[config.mk]
export PLATFORM = sky130hd
export DESIGN_NAME = tcw_ctrl
export DESIGN_NICKNAME = d
export VERILOG_FILES = /design/src/tcw_pkg.sv /design/src/tcw_ctrl.sv
export SDC_FILE = /design/constraint.sdc
export NUM_CORES = 1
export LEC_CHECK = 0
export BUFFER_PORTS_ARGS = -buffer_cell sky130_fd_sc_hd__buf_4
export CAP_MARGIN = 15
export CORE_AREA = 4 4 41 43
export CTS_BUF_LIST = sky130_fd_sc_hd__clkbuf_16
export DETAILED_ROUTE_END_ITERATION = 6
export DIE_AREA = 0 0 45 47
export GPL_TIMING_DRIVEN = 0
export HOLD_SLACK_MARGIN = 0.1
export PLACE_DENSITY = 0.67
export SYNTH_ARGS = -nofsm -noshare
export SYNTH_HDL_FRONTEND = slang
export SYNTH_SLANG_ARGS = --single-unit
[constraint.sdc]
create_clock -name clock -period 2.1 [get_ports clock]
set_clock_uncertainty 0.15 [all_clocks]
set_input_delay 0.315 -clock clock [delete_from_list [all_inputs] [get_ports clock]]
set_output_delay 0.315 -clock clock [all_outputs]
set_load 0.01 [all_outputs]
[src/tcw_pkg.sv]
// Types, codes and constants of the text console writer
package tcw_pkg;

   localparam int CHAR_W = 8;
   localparam int CELL_W = 16;
   localparam int POS_W  = 11;

   localparam logic [CHAR_W-1:0] BLANK_CHAR   = 8'h20;
   localparam logic [CHAR_W-1:0] NEWLINE_CHAR = 8'h0A;
   localparam logic [CHAR_W-1:0] RESET_COLOR  = 8'h0F;

   // request actions
   localparam logic [1:0] ACT_PUT   = 2'd0;
   localparam logic [1:0] ACT_CLEAR = 2'd1;
   localparam logic [1:0] ACT_READ  = 2'd2;

   // sweep counter operations
   localparam logic [1:0] SW_HOLD   = 2'd0;
   localparam logic [1:0] SW_ZERO   = 2'd1;
   localparam logic [1:0] SW_BOTTOM = 2'd2;
   localparam logic [1:0] SW_STEP   = 2'd3;

   // cell write sources
   localparam logic [1:0] WR_NONE        = 2'd0;
   localparam logic [1:0] WR_RESET_BLANK = 2'd1;
   localparam logic [1:0] WR_COLOR_BLANK = 2'd2;
   localparam logic [1:0] WR_CHAR        = 2'd3;

   // cursor operations
   localparam logic [1:0] CUR_HOLD     = 2'd0;
   localparam logic [1:0] CUR_HOME     = 2'd1;
   localparam logic [1:0] CUR_NEXT_COL = 2'd2;
   localparam logic [1:0] CUR_NEW_LINE = 2'd3;

   typedef struct packed {
      logic [1:0]        action;
      logic [CHAR_W-1:0] char_code;
      logic [10:0]       cell_address;
   } req_type;

   typedef struct packed {
      logic [POS_W-1:0]  cursor_position;
      logic [CELL_W-1:0] cell_value;
   } rsp_type;

   typedef struct packed {
      logic       latch;
      logic [1:0] sweep_op;
      logic [1:0] write_sel;
      logic       copy_read;
      logic [1:0] cursor_op;
      logic       respond;
      logic       respond_read;
   } cmd_type;

   typedef struct packed {
      logic [1:0] action;
      logic       is_newline;
      logic       col_last;
      logic       row_last;
      logic       sweep_at_end;
      logic       sweep_at_copy_end;
   } status_type;

endpackage

[src/tcw_ctrl.sv]
// Sequencing state machine of the text console writer
module tcw_ctrl
   import tcw_pkg::*;
(
   input  logic       clock,
   input  logic       reset,
   input  logic       start,
   output logic       busy,
   input  status_type status,
   output cmd_type    cmd
);

   localparam logic [3:0] S_INIT    = 4'd0;
   localparam logic [3:0] S_IDLE    = 4'd1;
   localparam logic [3:0] S_EXEC    = 4'd2;
   localparam logic [3:0] S_FILL    = 4'd3;
   localparam logic [3:0] S_COPY    = 4'd4;
   localparam logic [3:0] S_DRAIN   = 4'd5;
   localparam logic [3:0] S_BLANK   = 4'd6;
   localparam logic [3:0] S_READ    = 4'd7;
   localparam logic [3:0] S_RESPOND = 4'd8;

   logic [3:0] state_ff;
   logic [3:0] state_in;

   always_ff @(posedge clock) begin
      if (reset) begin
         state_ff <= S_INIT;
      end else begin
         state_ff <= state_in;
      end
   end

   assign busy = (state_ff != S_IDLE);

   always_comb begin
      state_in         = state_ff;
      cmd.latch        = 1'b0;
      cmd.sweep_op     = SW_HOLD;
      cmd.write_sel    = WR_NONE;
      cmd.copy_read    = 1'b0;
      cmd.cursor_op    = CUR_HOLD;
      cmd.respond      = 1'b0;
      cmd.respond_read = 1'b0;
      case (state_ff)
         S_INIT: begin
            cmd.write_sel = WR_RESET_BLANK;
            cmd.sweep_op  = SW_STEP;
            if (status.sweep_at_end) begin
               state_in = S_IDLE;
            end
         end
         S_IDLE: begin
            if (start) begin
               cmd.latch = 1'b1;
               state_in  = S_EXEC;
            end
         end
         S_EXEC: begin
            case (status.action)
               ACT_PUT: begin
                  if (!status.is_newline) begin
                     cmd.write_sel = WR_CHAR;
                  end
                  if (status.is_newline || status.col_last) begin
                     cmd.cursor_op = CUR_NEW_LINE;
                     if (status.row_last) begin
                        cmd.sweep_op = SW_ZERO;
                        state_in     = S_COPY;
                     end else begin
                        state_in = S_RESPOND;
                     end
                  end else begin
                     cmd.cursor_op = CUR_NEXT_COL;
                     state_in      = S_RESPOND;
                  end
               end
               ACT_CLEAR: begin
                  cmd.cursor_op = CUR_HOME;
                  cmd.sweep_op  = SW_ZERO;
                  state_in      = S_FILL;
               end
               ACT_READ: begin
                  state_in = S_READ;
               end
               default: begin
                  state_in = S_RESPOND;
               end
            endcase
         end
         S_FILL: begin
            cmd.write_sel = WR_COLOR_BLANK;
            cmd.sweep_op  = SW_STEP;
            if (status.sweep_at_end) begin
               state_in = S_RESPOND;
            end
         end
         S_COPY: begin
            cmd.copy_read = 1'b1;
            cmd.sweep_op  = SW_STEP;
            if (status.sweep_at_copy_end) begin
               state_in = S_DRAIN;
            end
         end
         S_DRAIN: begin
            // last copied cell goes to the RAM this cycle
            cmd.sweep_op = SW_BOTTOM;
            state_in     = S_BLANK;
         end
         S_BLANK: begin
            cmd.write_sel = WR_COLOR_BLANK;
            cmd.sweep_op  = SW_STEP;
            if (status.sweep_at_end) begin
               state_in = S_RESPOND;
            end
         end
         S_READ: begin
            cmd.respond      = 1'b1;
            cmd.respond_read = 1'b1;
            state_in         = S_IDLE;
         end
         S_RESPOND: begin
            cmd.respond = 1'b1;
            state_in    = S_IDLE;
         end
         default: begin
            state_in = S_IDLE;
         end
      endcase
   end

endmodule

==> results.txt, run 1 <==
- GRT Total Usage: 15.32%
* Chip Height: 47 um
- Static timing analysis puts the maximum clock frequency at 515.5 MHz.
* Per-cell routed wire length: 12.82 um
- The root buffer cell chosen for the clock tree is clkbuf_16.
* Cell count after synthesis: 75
- The longest clock path from root to sink contains 2 buffers.
* Total power divided by cell area: 711.9 nW/um^2
* Number of different library cells in the post-synthesis netlist: 32
* Post-route ant nets: 0
- The number of slew-limit violations in the final report is 0.
- Non-filler cells in the finished layout: 112
* VDD IR-drop max: 0.0006628 V
- The top cell types in the final layout, fill and taps aside, are 20 x buf_4, 7 x a21oi_1, 6 x inv_1, 6 x nand2_1, 5 x nor3_1.
- At the end of routability-driven placement, the weighted congestion stood at 0.7901.
- TritonCTS buffer count: 3
- Entering global routing, the biggest net connects 11 pins.
- Wire length of the first global-routing pass: 2339 um
- Final nets: 111
- H-Tree Depth: 1
- DR vias/cell: 5.482
* Class of the worst hold path: in -> reg
* Number of flip-flops in the largest register: 4
* Per-instance average area after synthesis: 6.957 um^2
- DIE AREA: 2115 um^2
* Final design instance area without fill: 762.0 um^2
- Worst-case register-to-register setup slack: 0.45 ns
* Horizontal extent of the die: 45 um
- The tool flagged a number of max-cap violations equal to 0.
- In this design, the largest share of critical-path delay is due to buffers and inverters.
* CP Buf/Inv Count: 3
* P_leak: 0.3784 nW
- Effective utilization at floorplan: 40.10%
* Final min period: 1.940 ns
* Area grow syn2layout: 46.04%
- Post-CTS timing repair inserted 0 buffers for setup.
* Layout cells sized above 1: 31.96%
* Number of global-route vias before repair: 560
* Setup repair after global routing missed its margin: false
- Sequential area share after synthesis: 15.35%
- Data arrives at the worst endpoint at 1.47 ns.
- The synthesized design contains 4 register bits.
- Hpwl dp: 1144 um
- End of the worst hold path: state_ff[0]
- Counting instances, the worst hold path has a depth of 2.
- In this run the worst path has a maximum fanout of 10.
- Placed insts: 110
* Setup Viol. Count Final: 0
* Overflow left after global routing: 0
* Vias after detailed routing: 614
- Post-Synthesis Cell Area: 521.8 um^2
- Slowest CP cell: dfxtp_1
- Hold-fix buffer count after cts: 0
- Cells traversed along the worst timing path: buf_2 > inv_1 > nor2_1 > or2_2 > a21oi_1 > buf_4
- The largest registers in the layout are state_ff x4.
- In the routed design, unresolved DRC markers number 0.
- Aggregate routed wire length: 1436 um
* Site row count: 13
- Syn_nets: 87
* FILL cells: 133
- At the pin with the least slew margin, the transition time is 0.4206 ns.
- I/O pin cnt: 21
- Run status: completed
- Area of the multi-input gates: 384.1 um^2
- 0 antenna diodes ended up in the layout.
- By startpoint and endpoint, the worst setup path is classified as reg -> out.
- The worst pin sits at a relative slew slack of 71.75%.
- Count of input and output buffers: 20
- Synthesis Warnings: 0
* Share of the clock period used by the worst path: 92.38%
- Most common library cell in the layout ignoring fill and taps: buf_4
- For the worst-skew pair, the clock arrives at the later sink with an insertion delay of 0.22 ns.
* Reg2reg end: state_ff[2]
- Area of the core: 1301 um^2
- After routing, the total negative slack on setup checks comes to 0 ns.
- Final core occ: 58.56%
* Clock tree from TritonCTS: done
- Reg clk slew, reported paths: 0.03 ns
* Crit path largest cell delay: 0.35 ns
* Category of the worst setup path launch point: flip-flop
* Startpoint of the worst hold path: reset
- state_ff holds more flip-flops than any other register.
* Launching point of the worst reg2reg path: state_ff[0]
* Cell count of the worst reg-to-reg path: 5
* Number of sinks driven by the clock tree: 4
* Number of hold violations in the final report: 0
- Post-cts repair resize count: 0
* Worst Path Required: 1.63 ns
- Total placed instance area: 690.7 um^2
* Total area of sequential cells: 80.08 um^2
- DRC marker count from the first detailed-route iteration: 12
- For this run, the detailed router's first-pass iteration total came to 4.
- CP endpoint kind: output pin
* Initial antenna violation count: 0
[layout make-up]
cell class,instances,share of cell area [%]
inverters,6,2.956
repair buffers,20,19.70
well taps,15,2.463
plain buffers,5,4.105
clock buffers,3,9.852
multi-input cells,59,50.41
flip-flops and latches,4,10.51
[cells by family (layout without fill, tap and decap cells)]
logic type	after synthesis	count (layout)	share of synthesized area (%)
XOR/XNOR	1	1	1.679
buffers and inverters	12	34	11.03
AO/OA/AOI/OAI	22	22	28.06
flip-flops	4	4	15.35
AND/OR/NAND/NOR	32	32	35.25
multiplexers	2	2	3.837
adder cells (fa/ha/maj)	2	2	4.795
[worst max-delay path by stage]
stage / endpoint / cells past startpoint / start
after global placement: cmd[7] / 8 / status[6]
after floorplan: cmd[5] / 4 / status[5]
after CTS: cmd[8] / 6 / state_ff[2]
after global routing: cmd[8] / 6 / state_ff[0]
after detailed placement: cmd[7] / 8 / status[6]
final: cmd[8] / 6 / state_ff[0]
[per-layer routing]
layer / wire, um / GRT usage, %
met1: 636 / 19.32
met4: 23 / 10.53
met2: 651 / 23.45
met3: 124 / 3.065
met5: 0 / 0
[per-stage QoR]
step                setup WS, ns  hold slack [ns]  total power, mW
floorplan                 0.3007           0.2341           0.1827
global placement          0.2236           0.3701           0.2443
detailed placement        0.2189           0.3795           0.2470
CTS                       0.1006           0.1470           0.5464
global route             0.02208           0.1510           0.5733
finish                    0.1601           0.1491           0.5424
[cells in the mapped netlist]
| library cell | instances | area [um^2] |
|---|---|---|
| o211ai_1 | 2 | 15.01 |
| a41o_1 | 1 | 10.01 |
| dfxtp_1 | 4 | 80.08 |
| nor3_1 | 5 | 25.02 |
| xor2_1 | 1 | 8.760 |
| nand2b_1 | 3 | 18.77 |
| nor3_2 | 1 | 10.01 |
| or2_2 | 1 | 6.260 |
| o21bai_1 | 1 | 7.510 |
| inv_1 | 6 | 22.52 |
| nor2_1 | 4 | 15.01 |
| o32a_1 | 1 | 10.01 |
| and3_1 | 4 | 25.02 |
| a2111oi_0 | 1 | 8.760 |
| or4b_4 | 1 | 13.76 |
| buf_2 | 4 | 20.02 |
| a211o_1 | 2 | 17.52 |
| mux2i_1 | 2 | 20.02 |
| buf_6 | 1 | 11.26 |
| clkbuf_1 | 1 | 3.750 |
| a211oi_1 | 1 | 7.510 |
| a21o_1 | 1 | 7.510 |
| nor2b_1 | 3 | 18.77 |
| nand3_1 | 1 | 5.000 |
| o21ai_0 | 3 | 15.01 |
| a21oi_1 | 7 | 35.03 |
| nor4_1 | 1 | 6.260 |
| ha_1 | 2 | 25.02 |
| nand2_1 | 6 | 22.52 |
| o22ai_1 | 1 | 6.260 |
| or3b_1 | 2 | 17.52 |
| a31oi_1 | 1 | 6.260 |
[worst reg2reg max path, cell delays in order, from the launching register on]
cell      delay, ns
dfxtp_1        0.35
buf_2          0.20
nor3_1         0.35
a21oi_1        0.08
o21bai_1       0.24
mux2i_1        0.21
[power breakdown]
part | total [mW] | internal, mW | switching, mW
sequential | 0.0864 | 0.0816 | 0.00483
combinational | 0.160 | 0.0754 | 0.0848
clock | 0.296 | 0.243 | 0.0527
Power figures use the tool's default switching activity.
==> run 2: changes to the inputs <==
==> constraint.sdc (replaced) <==
create_clock -name clock -period 2.2 [get_ports clock]
set_clock_uncertainty 0.15 [all_clocks]
set_input_delay 0.33 -clock clock [delete_from_list [all_inputs] [get_ports clock]]
set_output_delay 0.33 -clock clock [all_outputs]
set_load 0.01 [all_outputs]
==> run 2 against run 1 <==
  * Via count grew 4.1%
  * Cell area rose by 0.49%
  * Non-clock buffer count increased by 1
  * Die area unchanged
  * Combinational power fell by 4%
  * Sequential power decreased by 4.4%
  * Routed wire length up 2.2%
  * Power down 4.4%
  * Clock-buffer cell count unchanged
  * Utilization increased by 0.29 points
==> results.txt, run 2 (synthesis gave the netlist of run 1 again) <==
- Share of the clock period used by the worst path: 91.37%
* Class of the worst hold path: in -> reg (unchanged)
- Largest fanout on the critical path: 10 (unchanged)
- The capturing instance or port of the critical path was cmd[8] (unchanged).
* Category of the worst setup path launch point: flip-flop (unchanged)
- I/O pin cnt: 21 (unchanged)
* Total negative setup slack: 0 ns (unchanged)
- The clock-pin slew reported for the worst setup and hold paths after clock tree synthesis was 0.03 ns (about the same).
- Launching point of the worst reg2reg path: state_ff[0] (unchanged)
- DR vias/cell: 5.655 (was 5.482)
* Reg2reg end: state_ff[2] (unchanged)
- Run status: completed (unchanged).
- Normalized max-slew margin: 69.78% (was 71.75%)
- Number of detailed-routing iterations run before antenna repair: 4 (unchanged)
- The number of slew-limit violations in the final report came to 0 (unchanged).
* Diode insertion count for antenna repair: 0 (unchanged)
- The post-cts resize count was 0 (unchanged).
- CP Launch Point: state_ff[2] (was state_ff[0])
- Number of global-route vias before repair: 560 (unchanged)
* Setup Viol. Count Final: 0 (unchanged)
* Site row count: 13 (unchanged)
- Clock tree from TritonCTS: done (unchanged)
* GRT Total Usage: 15.32% (unchanged)
* Maximum capacitance violations: 0 (unchanged)
- The leakage power figure came to 0.3805 nW (was 0.3784 nW).
- The effective utilization at floorplan is 40.10% (unchanged).
- Final min period: 2.010 ns
- Cell count of the worst reg-to-reg path: 5 (unchanged)
* Worst-case register-to-register setup slack: 0.53 ns (was 0.45 ns)
* CP endpoint kind: output pin (unchanged)
- Pin count of the biggest net entering global routing: 11 (unchanged)
- The total overflow reported by the global router came to 0 (unchanged).
- Setup repair after global routing missed its margin: false (unchanged)
- The total design power was 518.5 uW (was 542.4 uW).
- Final nets: 112 (was 111)
* TritonCTS buffer count: 3 (unchanged)
- The global-route wire length before repair was 2339 um (unchanged).
- Clock latency reported for the late side of the worst-skew pair: 0.22 ns (about the same)
* Arrival time at the worst endpoint: 1.53 ns (was 1.47 ns)
- Vias after detailed routing: 639 (was 614)
* Number of hold violations in the final report: 0 (unchanged)
- The number of flip-flops in the largest register came to 4 (unchanged).
- Area grow syn2layout: 46.76% (was 46.04%)
* Number of sinks driven by the clock tree: 4 (unchanged)
* Hold-fix buffer count after cts: 0 (unchanged)
* Initial antenna violation count: 0 (unchanged)
- Cell at the root of the clock tree: clkbuf_16 (unchanged)
- Final design instance area without fill: 765.7 um^2 (was 762.0 um^2)
- Highest clock frequency the design can meet: 497.5 MHz
- Register with the most flip-flops: state_ff (unchanged)
- Chip Height: 47 um (unchanged)
* Horizontal extent of the die: 45 um (unchanged)
* Most common library cell in the layout ignoring fill and taps: buf_4 (unchanged)
* Worst setup path class: reg -> out (unchanged)
* Per-cell routed wire length: 12.99 um (was 12.82 um)
- The number of port buffers was 20 (unchanged).
* Worst Max-Slew Pin Slew: 0.4498 ns (was 0.4206 ns)
- The detailed-placement wirelength estimate was 1144 um (unchanged).
* Layout cells sized above 1: 31.63% (was 31.96%)
- The clock tree buffer depth came to 2 (unchanged).
- The global placement routability congestion came to 0.7901 (unchanged).
* Aggregate routed wire length: 1468 um (was 1436 um)
- The DRC violation total after the first TritonRoute iteration was 17 (was 12).
* H-Tree Depth: 1 (unchanged)
- Most frequent cells in the layout: 20 x buf_4, 7 x a21oi_1, 6 x inv_1, 6 x nand2_1, 5 x nor3_1 (unchanged)
- The post-CTS setup buffer count was 0 (unchanged).
- The total power density per cell area is 677.1 nW/um^2 (was 711.9 nW/um^2).
- Worst Path Required: 1.72 ns (was 1.63 ns)
- The number of filler instances in the final layout came to 131 (was 133).
- VDD IR-drop max: 0.0006349 V (was 0.0006628 V)
* Total placed instance area: 690.7 um^2 (unchanged)
- Final routed DRC violation total: 0 (unchanged)
- The standard cell core area was 1301 um^2 (unchanged).
- The minimum hold slack came to 0.1628 ns (was 0.1491 ns).
- The die area came to 2115 um^2 (unchanged).
- Largest registers ranked by flip-flop count: state_ff x4 (unchanged)
- The number of nets with antenna violations after routing came to 0 (unchanged).
## run 2: worst min-delay path by stage
stage	start	endpoint	slack, ns	cells past startpoint
finish	reset	state_ff[0]	0.16	2
global route	reset	state_ff[0]	0.17	2
CTS	reset	state_ff[0]	0.16	2
detailed placement	reset	state_ff[0]	0.39	2
global placement	reset	state_ff[0]	0.39	2
floorplan	reset	state_ff[0]	0.25	1
## run 2: per-stage QoR
step | setup WS, ns | std cells | util [%]
after floorplan | 0.3707 | 75 | -
after global placement | 0.2936 | 110 | 53.08
final | 0.1900 | 113 | 58.85
after CTS | 0.1856 | 113 | 58.85
after global routing | 0.05368 | 113 | 58.85
after detailed placement | 0.2889 | 110 | 53.08
## run 2: per-layer routing
layer	global-route usage (%)	share of wire [%]	vias to the layer above
met5	0	0	-
met4	10.53	1.6	0
met3	3.065	9.9	2
met2	23.45	45	30
li1	-	-	319
met1	19.32	44	288
## run 2: worst max-delay path, stage by stage, from the launching register on
cell,delay [ns]
dfxtp_1,0.31
buf_6,0.13
buf_2,0.22
nor2_1,0.09
or2_2,0.28
a21oi_1,0.14
buf_4,0.14
## run 2: final cells by class
| class | count | area, um^2 | area share [%] |
|---|---|---|---|
| multi-input cells | 59 | 384.1 | 50.16 |
| clock buffers | 3 | 75.07 | 9.804 |
| inverters | 6 | 22.52 | 2.941 |
| flip-flops and latches | 4 | 80.08 | 10.46 |
| well taps | 15 | 18.77 | 2.451 |
| plain buffers | 6 | 35.03 | 4.575 |
| repair buffers | 20 | 150.1 | 19.61 |
## run 2: report_power, final
part	switching, mW	internal [mW]	leakage, nW
combinational	0.0816	0.0718	0.311
sequential	0.00477	0.0779	0.0326
clock	0.0504	0.232	0.0370
